## src/rtl/tcce_pkg.sv

```systemverilog
package tcce_pkg;

    localparam int DEF_ROWS = 25;
    localparam int DEF_COLS = 80;

    localparam logic [1:0] KIND_PUT   = 2'd0;
    localparam logic [1:0] KIND_READ  = 2'd1;
    localparam logic [1:0] KIND_CLEAR = 2'd2;
    localparam logic [1:0] KIND_NONE  = 2'd3;

    localparam logic [7:0] CH_BS    = 8'd8;
    localparam logic [7:0] CH_TAB   = 8'd9;
    localparam logic [7:0] CH_LF    = 8'd10;
    localparam logic [7:0] CH_CR    = 8'd13;
    localparam logic [7:0] CH_SPACE = 8'h20;

    localparam logic [7:0]  RESET_ATTR  = 8'h0F;
    localparam logic [15:0] RESET_BLANK = {RESET_ATTR, CH_SPACE};

    // Side effects of one put on the screen store.
    typedef struct packed {
        logic wr;       // a cell is written at the write column
        logic blank;    // the written cell is a blank rather than the byte
        logic scroll;   // the cursor ran past the last row
    } t_step_ctl;

endpackage

```

## src/rtl/tcce_cursor.sv

```systemverilog
module tcce_cursor #(
    parameter int ROWS  = tcce_pkg::DEF_ROWS,
    parameter int COLS  = tcce_pkg::DEF_COLS,
    parameter int ROW_W = $clog2(ROWS),
    parameter int COL_W = $clog2(COLS)
) (
    input  logic [ROW_W-1:0]    i_row,
    input  logic [COL_W-1:0]    i_col,
    input  logic [7:0]          i_char,
    output logic [ROW_W-1:0]    o_row,
    output logic [COL_W-1:0]    o_col,
    output logic [COL_W-1:0]    o_wr_col,
    output tcce_pkg::t_step_ctl o_ctl
);

    localparam logic [COL_W:0]   COLS_L    = (COL_W+1)'(COLS);
    localparam logic [ROW_W-1:0] LAST_ROW  = ROW_W'(ROWS - 1);
    localparam logic [COL_W:0]   TAB_MASK  = {{(COL_W-2){1'b1}}, 3'b000};

    logic [COL_W:0] col_ext;
    logic [COL_W:0] col_inc;
    logic [COL_W:0] col_tab;
    logic           adv;

    always_comb begin
        col_ext  = {1'b0, i_col};
        col_inc  = col_ext + (COL_W+1)'(1);
        col_tab  = (col_ext + (COL_W+1)'(8)) & TAB_MASK;
        adv      = 1'b0;
        o_col    = i_col;
        o_wr_col = i_col;
        o_ctl    = '0;

        case (i_char)
            tcce_pkg::CH_LF: begin
                o_col = '0;
                adv   = 1'b1;
            end
            tcce_pkg::CH_CR: begin
                o_col = '0;
            end
            tcce_pkg::CH_TAB: begin
                if (col_tab >= COLS_L) begin
                    o_col = '0;
                    adv   = 1'b1;
                end else begin
                    o_col = col_tab[COL_W-1:0];
                end
            end
            tcce_pkg::CH_BS: begin
                // Backspace stays on its row and blanks the cell it lands on.
                if (i_col != '0) begin
                    o_col = i_col - COL_W'(1);
                end
                o_wr_col    = o_col;
                o_ctl.wr    = 1'b1;
                o_ctl.blank = 1'b1;
            end
            default: begin
                o_ctl.wr = 1'b1;
                if (col_inc >= COLS_L) begin
                    o_col = '0;
                    adv   = 1'b1;
                end else begin
                    o_col = col_inc[COL_W-1:0];
                end
            end
        endcase

        o_row = i_row;
        if (adv) begin
            if (i_row == LAST_ROW) begin
                o_ctl.scroll = 1'b1;
            end else begin
                o_row = i_row + ROW_W'(1);
            end
        end
    end

endmodule

```

## config.mk

```make
export PLATFORM = sky130hd
export DESIGN_NAME = tcce_cursor
export DESIGN_NICKNAME = d
export VERILOG_FILES = /design/src/rtl/tcce_pkg.sv /design/src/rtl/tcce_cursor.sv
export SDC_FILE = /design/constraint.sdc
export NUM_CORES = 1
export LEC_CHECK = 0
export BUFFER_PORTS_ARGS = -buffer_cell sky130_fd_sc_hd__clkbuf_2
export CORE_ASPECT_RATIO = 0.8
export CORE_MARGIN = 3
export CORE_UTILIZATION = 40
export DETAILED_ROUTE_END_ITERATION = 12
export PLACE_DENSITY_LB_ADDON = 0.08
export RECOVER_POWER = 50
export SYNTH_ARGS = -nofsm -noshare
export SYNTH_HDL_FRONTEND = slang
export SYNTH_SLANG_ARGS = --single-unit
```

## constraint.sdc

```tcl
create_clock -name vclk -period 5.7
set_input_delay 1.14 -clock vclk [all_inputs]
set_output_delay 1.14 -clock vclk [all_outputs]
set_load 0.02 [all_outputs]
```

# Yosys cells after proc, flatten, opt, wreduce, memory -nomap -nowiden
# Index checks and enable logic that the tools add are counted.
# Widths: inputs -> output; s select.
# classes
order_cmp,2
add_sub_neg,4
eq_ne,5
n_mux,14
reduce_logical,4
# ops
op,n
$eq 8x4->1 const B,4
$mux 7,4
$pmux 7 s3,1
$ge 8x7->1 const B,2
$mux 5,2
$add 7x1->8 const B,1
$add 7x4->8 const B,1
$reduce_bool 7->1,1
$sub 7x1->7 const B,1
$mux 1,6
$add 5x1->5 const B,1
$eq 5x5->1 const B,1
$reduce_or 2->1,2
$pmux 1 s3,1
$reduce_or 3->1,1
# totals
in_bits,20
reg_bits,0
wordCells,29

# Logic depth before layout (Yosys ltp)
# Gate-level depths: netlist of the first run.
# depth
word_depth,5
depth_mapped,8

# Worst setup path after synthesis of the first run
# OpenSTA, ideal clock, no wires.
# synth_timing
path_type,input port to output port
startpoint,in i_col[4]
endpoint,out o_row[0]
t_arrival_ns,2.769
cell_stages,8
n_path_buf,1
slack_ns,1.791
cell_sequence,buf_2 > inv_1 > ha_1 > nor2_1 > a21oi_2 > a211oi_4 > a211oi_2 > xnor2_1
# synth_via
elab_chain_len,5
elab_cells_between_ends,8
# synth_rtl
item,line,rtl
"start, declared",tcce_cursor.sv:8,"input logic [COL_W-1:0] i_col,"
$add 7x1->8 / $add 7x4->8 (equally long branches),"tcce_cursor.sv:27, tcce_cursor.sv:28",
"$ge 8x7->1, on equally long branches","tcce_cursor.sv:61, tcce_cursor.sv:43",
"$mux 1, on equally long branches","tcce_cursor.sv:61, tcce_cursor.sv:43",
$pmux 1 s3 (*),tcce_cursor.sv:34,case (i_char)
$mux 5 (*),tcce_cursor.sv:71,if (adv) begin
"end, declared",tcce_cursor.sv:10,"output logic [ROW_W-1:0] o_row,"
# Mark *: on every way between the ends. The rest lies on a longest branch, timed or not.

# Final worst setup path of the first run
# layout_timing
startpoint,in i_char[5]
endpoint,out o_wr_col[2]
# layout_via
elab_chain_len,2
# layout_rtl
item,line,rtl
"start, declared",tcce_cursor.sv:9,"input logic [7:0] i_char,"
$eq 8x4->1,tcce_cursor.sv:34,
$mux 7,tcce_cursor.sv:34,
"end, declared",tcce_cursor.sv:12,"output logic [COL_W-1:0] o_wr_col,"
# No other way between the ends.

==> summary.md, run 1 <==
| Metric | Value |
|---|---|
| Status | `completed` |
| Initial antenna violation count | `0` |
| Minimum clock period | `about 4800 ps` |
| Library cells used by synthesis | `47` |
| CP Cell Sequence | `clkbuf_2, nor4_1, nand3_1, nor2_1, a21oi_1, a31oi_1, clkbuf_1` |
| Final Max Slew Viols | `0` |
| Syn_nets | `approximately 160` |
| WP data arrival | `3650 ps` |
| Critical path required time | `4560 ps` |
| Multi-input gate area | `between 800 and 900 um^2` |
| Max incr delay on CP | `roughly 700 ps` |
| GRT overflow | `0` |
| Post-route clock period utilization | `0.8409` |
| Netlist Area Pre-Place | `970.9 um^2` |
| Worst Setup End Kind | `output port` |
| Worst slew pin tran | `714.8 ps` |
| DRC viols | `0` |
| GRT Total Usage | `0.1750` |
| Crit Path Max Fanout | `10` |
| Layout cells sized above 1 | `0.2824` |
| Seq/Total Area, Yosys | `0` |
| CLK BUF | `0` |
| Cell Area, Placed | `around 1100 um^2` |
| Vias in the first global route | `around 1,000` |
| RePlAce Congestion | `roughly 0.8` |
| Diode count | `0` |
| Vias | `~1,100` |
| Port Buffers | `42` |
| Fillers | `approximately 240` |
| Leak Pwr | `slightly above 0.5 nW` |
| Vias per cell | `around 5.7` |
| Met2 Use GR | `0.2905` |
| First drt pass iteration count | `4` |
| Die width | `around 60 um` |
| Pin count of the biggest net entering global routing | `13` |
| Die Y | `50.07 um` |
| HP Class | `input pin to output port` |
| Seq. cell area | `0 um^2` |
| Avg WL per Cell | `between 10 and 15 um` |
| Area grow syn2layout | `14.43%` |
| Global-route wire length before repair | `~4300 um` |
| Layer with the highest usage | `met2` |
| Synth warn | `0` |
| FF+latch count | `0` |
| Synthesized instance count | `between 100 and 150` |
| Hold bufs inserted after CTS | `0` |
| Num ports | `42` |
| M3 GR Usage | `0.005236` |
| Initial drt markers | `37` |
| Worst setup SP type | `input pin` |
| Final TNS setup | `0 ps` |
| Hold Crit Depth | `3` |
| Die footprint | `3058 um^2` |
| Setup CP Type | `input pin to output port` |
| Post-CTS setup buffers | `0` |
| VDD IR-drop max | `slightly above 0.03 mV` |
| Max-Cap Viols | `0` |
| Row count | `15` |
| Core Region | `2233 um^2` |
| Wirelength, routed | `roughly 2600 um` |
| Final hold violations | `0` |
| Fin nets | `201` |
| Slew HR | `0.5191` |
| Hold path endpoint | `o_ctl[2]` |
| Starting Density | `0.4347` |
| Worst Hold Launch | `i_char[3]` |
| Endpoints failing setup | `0` |
| Syn_area_per_cell | `7.192 um^2` |
| PostCTS Resize Cnt | `0` |
| Max Freq | `roughly 210 MHz` |
| Power Density | `about 75 nW/um^2` |
| RSZ-0062 raised after global routing | `no` |
| Final instance area | `1111 um^2` |
| Routed Antenna Nets | `0` |
| Grt met1 use | `0.2554` |
| DP Wirelength | `about 2200 um` |
| Slowest stage cell, crit path | `nor2_1` |
## power by group
part,internal [mW],leakage (nW),switching [mW]
Clock,0,0,0
Sequential,0,0,0
Combinational,0.0311,0.506,0.0525
## how the worst max path moves through the flow
stage / startpoint / to / slack (ps) / depth (start not counted)
6_report: i_char[5] / o_wr_col[2] / 910 / 7
5_1_grt: i_char[5] / o_wr_col[2] / 700 / 7
4_1_cts: i_col[4] / o_row[1] / 1400 / 8
3_5_place_dp: i_col[4] / o_row[1] / 1400 / 8
3_3_place_gp: i_col[4] / o_row[1] / 1500 / 8
2_1_floorplan: i_col[4] / o_row[0] / 1790 / 8
## per-stage QoR
| stage | hold slack (ps) | total power, mW | util | setup WS [ps] | instances |
|---|---|---|---|---|---|
| final | 2584 | 0.08359 | 0.4975 | 906.7 | 195 |
| after global routing | 2612 | 0.09121 | 0.4975 | 702.3 | 195 |
| after CTS | 2588 | 0.08590 | 0.5143 | 1396 | 195 |
| after detailed placement | 2587 | 0.08556 | 0.5143 | 1403 | 195 |
| after global placement | 2584 | 0.08414 | 0.5143 | 1495 | 195 |
| after floorplan | 2408 | 0.05998 | - | 1791 | 135 |
## metal layers
layer  wire [um]  vias up  share of wire
met5           0        -              0
met4          25        0         0.0094
met3         181        4          0.068
met2        1262       40           0.48
met1        1179      511           0.45
li1            -      559              -
## cell usage in the layout (no fill, tap or decap), drive strengths merged
cell type,n
or2b,1
nand4,2
o211ai,1
nor4,1
nand2,10
a21boi,1
a31oi,3
and2,1
nand3b,2
ha,9
clkbuf,42
nand4b,3
a22o,2
xnor2,6
a32oi,1
nand4bb,1
mux2i,1
nor3,8
o21a,2
o22ai,1
a311oi,1
a211oi,8
nand3,13
a21oi,8
o21ai,5
nor2b,1
nor2,13
inv,12
mux2,3
xor2,3
and4b,1
nand2b,4
## cell usage after synthesis (2+ instances only)
library cell	count	area, um^2
a211oi_1	3	22.52
a211oi_2	4	50.05
a21oi_1	7	35.03
a22o_1	2	17.52
a31oi_1	3	18.77
buf_6	3	33.78
ha_1	9	112.6
inv_1	12	45.04
nand2_1	10	37.54
nand2b_1	4	25.02
nand3_1	11	55.05
nand3_2	2	20.02
nand3b_1	2	15.01
nand4_1	2	12.51
nand4b_1	3	26.28
nor2_1	12	45.04
nor3_1	7	35.03
o21ai_0	4	20.02
xnor2_1	5	43.79
xor2_1	3	26.28
## cell families (layout without fill, tap and decap cells)
group	after synthesis	after routing	share of synthesized area
AND/OR/NAND/NOR	61	61	0.3673
AO/OA/AOI/OAI	33	33	0.2668
buffers and inverters	19	54	0.1121
adder cells (fa/ha/maj)	9	9	0.1160
XOR/XNOR	9	9	0.08892
multiplexers	4	4	0.04896
## cell type report
type	instances	share of cell area
Inverter	12	0.04054
Multi-Input combinational cell	116	0.7511
Tap cell	25	0.02815
Timing Repair Buffer	42	0.1802
## critical path: cells and delay by family
family	cells	cell delay, ps
simple gates	3	1830
buf+inv	2	330
compound gates	2	360
No activity file was read; power rests on OpenSTA's default activity.
==> run 2: changes to the inputs <==
- clock period: 5.7 -> 4.1 ns (I/O delays scaled with it)
==> run 2 against run 1 <==
Net effect:
- die area stayed put
- sequential share of layout area stayed put
- combinational power is 39% higher
- final cell count stayed put
- power is 39% higher
==> summary.md, run 2 (synthesis results as in run 1) <==
| Metric | Value |
|---|---|
| Fin nets | `201 (unchanged)` |
| Multi-input gate area | `842.1 um^2 (+0.90%)` |
| Die Y | `50.07 um (unchanged)` |
| Core Region | `2233 um^2 (unchanged)` |
| Area grow syn2layout | `15.21%` |
| Post-Place Setup Slack | `443.4 ps (-960.0 ps)` |
| Max Freq | `between 200 and 300 MHz` |
| Vias per cell | `5.687 (-0.45%)` |
| Leak Pwr | `0.5054 nW (about the same)` |
| RSZ-0062 raised after global routing | `no` |
| Num ports | `42 (unchanged)` |
| Avg WL per Cell | `13.66 um (+0.57%)` |
| GRT overflow | `0 (unchanged)` |
| Worst setup margin | `270.9 ps (-635.9 ps)` |
| DP Wirelength | `2175 um (unchanged)` |
| Worst setup SP type | `input pin` |
| Initial antenna violation count | `0 (unchanged)` |
| Post-CTS setup buffers | `0 (unchanged)` |
| Seq. cell area | `0 um^2 (unchanged)` |
| Setup CP Type | `input pin to output port` |
| Vias | `1,109 (-0.45%)` |
| Die footprint | `3058 um^2 (unchanged)` |
| Port Buffers | `42 (unchanged)` |
| FF+latch count | `0 (unchanged)` |
| Post-route clock period utilization | `0.9339` |
| Worst slew pin tran | `706.6 ps (-8.194 ps)` |
| Final TNS setup | `0 ps (unchanged)` |
| CLK BUF | `0 (unchanged)` |
| Critical path required time | `3280 ps (-1280 ps)` |
| Final Max Slew Viols | `0 (unchanged)` |
| Final hold violations | `0 (unchanged)` |
| PostCTS Resize Cnt | `0 (unchanged)` |
| Crit Path Max Fanout | `10 (unchanged)` |
| HP Class | `input pin to output port` |
| Initial drt markers | `39 (+5.4%)` |
| Global-route wire length before repair | `4319 um (unchanged)` |
| Layout cells sized above 1 | `0.2882 (+0.005882)` |
| VDD IR-drop max | `0.04221 mV (+39%)` |
| Most frequent cells in the layout | `34 x clkbuf_2, 12 x inv_1, 12 x nor2_1, 12 x nand3_1, 10 x nand2_1` |
| Endpoints failing setup | `0 (unchanged)` |
| Routed Antenna Nets | `0 (unchanged)` |
| Diode count | `0 (unchanged)` |
| Max-Cap Viols | `0 (unchanged)` |
| Minimum clock period | `3829 ps` |
| RePlAce Congestion | `0.8197 (unchanged)` |
| Commonest non-fill, non-tap cell in the layout | `clkbuf_2` |
| GRT Total Usage | `0.1750 (unchanged)` |
| Starting Density | `0.4347 (unchanged)` |
| Slew HR | `0.5246 (+0.005514)` |
| WP data arrival | `3010 ps (-640 ps)` |
| Power Density | `103.8 nW/um^2 (+38%)` |
| Post-Place Cells | `195 (unchanged)` |
| Non-Filler Instances | `195 (unchanged)` |
| Hold bufs inserted after CTS | `0 (unchanged)` |
| First drt pass iteration count | `4 (unchanged)` |
| Worst Setup End Kind | `output port` |
| Die width | `61.09 um (unchanged)` |
| DRC viols | `0 (unchanged)` |
| Fillers | `238 (unchanged)` |
| Status | `completed` |
| Row count | `15 (unchanged)` |
| Pin count of the biggest net entering global routing | `13 (unchanged)` |
| Wirelength, routed | `2663 um (+0.57%)` |
| Vias in the first global route | `1,010 (unchanged)` |
-- run 2: cell count changes in the layout (fill, tap and decap cells not counted) --
cell	delta
nor2_1	-1
nor2_4	+1
-- run 2: final timing paths --
kind  cells after the start          end  slack, ps       from
max                       7  o_wr_col[2]        270  i_char[5]
min                       3     o_ctl[2]       1940  i_char[3]
-- run 2: final cells by class --
cell class,count,share of cell area
Tap cell,25,0.02796
Multi-Input combinational cell,116,0.7528
Timing Repair Buffer,42,0.1790
Inverter,12,0.04027
-- run 2: metrics by stage --
| stage | cell area (um^2) | hold WS [ps] | utilization | total power, mW |
|---|---|---|---|---|
| final | 1119 | 1944 | 0.5008 | 0.1161 |
| after global routing | 1119 | 1972 | 0.5008 | 0.1269 |
| after CTS | 1149 | 1948 | 0.5143 | 0.1194 |
| after detailed placement | 1149 | 1947 | 0.5143 | 0.1189 |
| after global placement | 1149 | 1944 | 0.5143 | 0.1170 |
| after floorplan | 970.9 | 1768 | - | 0.08338 |
-- run 2: critical path, cell delays in order --
cell and delay (ps):
clkbuf_2 80, nor4_1 630, nand3_1 530, nor2_4 410, a21oi_1 130, a31oi_1 160
clkbuf_1 250
-- run 2: report_power, final --
| part | internal (mW) | switching, mW | total [mW] |
|---|---|---|---|
| combinational | 0.0433 | 0.0728 | 0.116 |
| clock | 0 | 0 | 0 |
| sequential | 0 | 0 | 0 |
| total | 0.0433 | 0.0728 | 0.116 |
-- run 2: metal layers --
| metal | GRT usage | share of wire | wire length, um |
|---|---|---|---|
| met2 | 0.2905 | 0.47 | 1256 |
| met3 | 0.005236 | 0.076 | 203 |
| met1 | 0.2554 | 0.45 | 1203 |
| met4 | 0.01444 | 0 | 0 |
| met5 | 0 | 0 | 0 |
==> run 3: changes to the inputs <==
--- a/config.mk
+++ b/config.mk
@@ -8,3 +8,3 @@
 export BUFFER_PORTS_ARGS = -buffer_cell sky130_fd_sc_hd__clkbuf_2
-export CORE_ASPECT_RATIO = 0.8
+export CORE_ASPECT_RATIO = 1.4
 export CORE_MARGIN = 3
==> constraint.sdc (replaced) <==
create_clock -name vclk -period 4.1
set_input_delay 0 -clock vclk [all_inputs]
set_output_delay 0 -clock vclk [all_outputs]
set_load 0.02 [all_outputs]
==> run 3 against run 2 <==
Net effect:
- sequential cell count did not move
- sequential share of layout area unchanged
- power decreased by 0.86%
- design area shrank 1.0%
- largest cell class unchanged
- highest routed layer is now met4
==> summary.md, run 3 (synthesis results as in run 1) <==
| Metric | Value |
|---|---|
| Final TNS setup | `0 ps (unchanged)` |
| Critical path required time | `4100 ps (+820 ps)` |
| Switching Share | `0.6256 (-0.001673)` |
| Initial antenna violation count | `0 (unchanged)` |
| VDD IR-drop max | `0.05251 mV (+24%)` |
| Layout Utilization | `0.4917 (-0.009173)` |
| Leak Pwr | `0.5057 nW (about the same)` |
| Max incr delay on CP | `690 ps (+60 ps)` |
| FF+latch count | `0 (unchanged)` |
| Seq. cell area | `0 um^2 (unchanged)` |
| Crit Path Max Fanout | `10 (unchanged)` |
| Setup CP Type | `input pin to output port` |
| CP Cell Sequence | `clkbuf_2, nor4_1, nand3_1, nor2_1, a21oi_1, a31oi_1, clkbuf_1` |
| Final Max Slew Viols | `0 (unchanged)` |
| Num ports | `42 (unchanged)` |
| Die width | `47.64 um (-22%)` |
| Global-route wire length before repair | `4278 um (-0.95%)` |
| Fillers | `252 (+5.9%)` |
| Logic pwr share | `1.000 (about the same)` |
| Internal power | `0.04308 mW (-0.41%)` |
| Post-Place Cells | `192 (-1.5%)` |
| Port Buffers | `42 (unchanged)` |
| Diode count | `0 (unchanged)` |
| Core Region | `2252 um^2 (+0.84%)` |
| Row count | `20 (+5)` |
| Worst slew pin tran | `736.7 ps (+30.04 ps)` |
| Max Freq | `398.5 MHz (+53%)` |
| Wirelength, routed | `2566 um (-3.6%)` |
| Area grow syn2layout | `14.05%` |
| Vias in the first global route | `1,014 (+0.40%)` |
| Hold bufs inserted after CTS | `0 (unchanged)` |
| Fin nets | `201 (unchanged)` |
| Post-route clock period utilization | `0.6121 (-0.3219)` |
| Status | `completed` |
| Pin count of the biggest net entering global routing | `13 (unchanged)` |
| Post-CTS setup buffers | `0 (unchanged)` |
| Non-Filler Instances | `192 (-1.5%)` |
| Max-Cap Viols | `0 (unchanged)` |
| DRC viols | `0 (unchanged)` |
| NetSw | `0.07198 mW (-1.1%)` |
| HP Class | `input pin to output port` |
| First drt pass iteration count | `4 (unchanged)` |
| Part of the power in the clock network | `0 (unchanged)` |
| GRT Total Usage | `0.1749 (about the same)` |
| Die Y | `64.30 um (+28%)` |
| PostCTS Resize Cnt | `0 (unchanged)` |
| Die footprint | `3063 um^2 (+0.16%)` |
| Avg WL per Cell | `13.36 um (-2.1%)` |
| RePlAce Congestion | `0.8427 (+2.8%)` |
| RSZ-0062 raised after global routing | `no` |
| Starting Density | `0.4311 (-0.003623)` |
| Final hold violations | `0 (unchanged)` |
| Initial drt markers | `13 (-67%)` |
| Endpoints failing setup | `0 (unchanged)` |
| CLK BUF | `0 (unchanged)` |
| Power Density | `103.9 nW/um^2 (+0.15%)` |
| Commonest non-fill, non-tap cell in the layout | `clkbuf_2` |
| Layout cells sized above 1 | `0.2824 (-0.005882)` |
| Vias | `1,115 (+0.54%)` |
| DP Wirelength | `2161 um (-0.68%)` |
| Vias per cell | `5.807 (+2.1%)` |
| Slew HR | `0.5044 (-0.02021)` |
| WP data arrival | `2510 ps (-500 ps)` |
| Slowest stage cell, crit path | `nor2_1` |
| Most frequent cells in the layout | `34 x clkbuf_2, 13 x nor2_1, 12 x inv_1, 12 x nand3_1, 10 x nand2_1` |
| Routed Antenna Nets | `0 (unchanged)` |
| GRT overflow | `0 (unchanged)` |
| Minimum clock period | `2510 ps (-1320 ps)` |
| Worst setup SP type | `input pin` |
| Worst Setup End Kind | `output port` |
| Sequential fraction of design power | `0 (unchanged)` |
run 3: cell counts in the layout (fill, tap and decap cells not counted):
No cell type changed its count.
run 3: stage by stage:
stage	power [mW]	hold WS (ps)	cell area, um^2	worst slack (ps)
floorplan	0.08338	128.3	970.9	2471
global placement	0.1167	304.7	1145	2183
detailed placement	0.1184	305.3	1145	2103
CTS	0.1190	307.3	1145	2103
global route	0.1272	324.4	1107	1318
finish	0.1151	305.2	1107	1590
run 3: final cells by class:
| type | instances | area, um^2 | share of cell area |
|---|---|---|---|
| multi-input cells | 116 | 834.6 | 0.7537 |
| repair buffers | 42 | 200.2 | 0.1808 |
| well taps | 22 | 27.53 | 0.02486 |
| inverters | 12 | 45.04 | 0.04068 |
run 3: worst paths after layout:
path,from,endpoint,slack [ps],cells past startpoint
worst max-delay path,i_char[5],o_wr_col[2],1590,7
worst min-delay path,i_row[4],o_row[4],310,3
run 3: power groups by stage:
stage               combinational, mW  clock (mW)  sequential, mW
floorplan                      0.0834           0               0
global placement                0.117           0               0
detailed placement              0.118           0               0
CTS                             0.119           0               0
global route                    0.127           0               0
finish                          0.115           0               0
run 3: critical path: cells and delay by family:
| kind | cells | cell delay (ps) |
|---|---|---|
| compound gates | 2 | 350 |
| buf+inv | 2 | 330 |
| simple gates | 3 | 1830 |
run 3: metal layers:
metal / up-vias / share of wire / GRT usage
met1: 502 / 0.41 / 0.2337
met5: - / 0 / 0
met2: 46 / 0.51 / 0.3020
met4: 0 / 0.020 / 0.02694
met3: 6 / 0.062 / 0.008451
li1: 561 / - / -
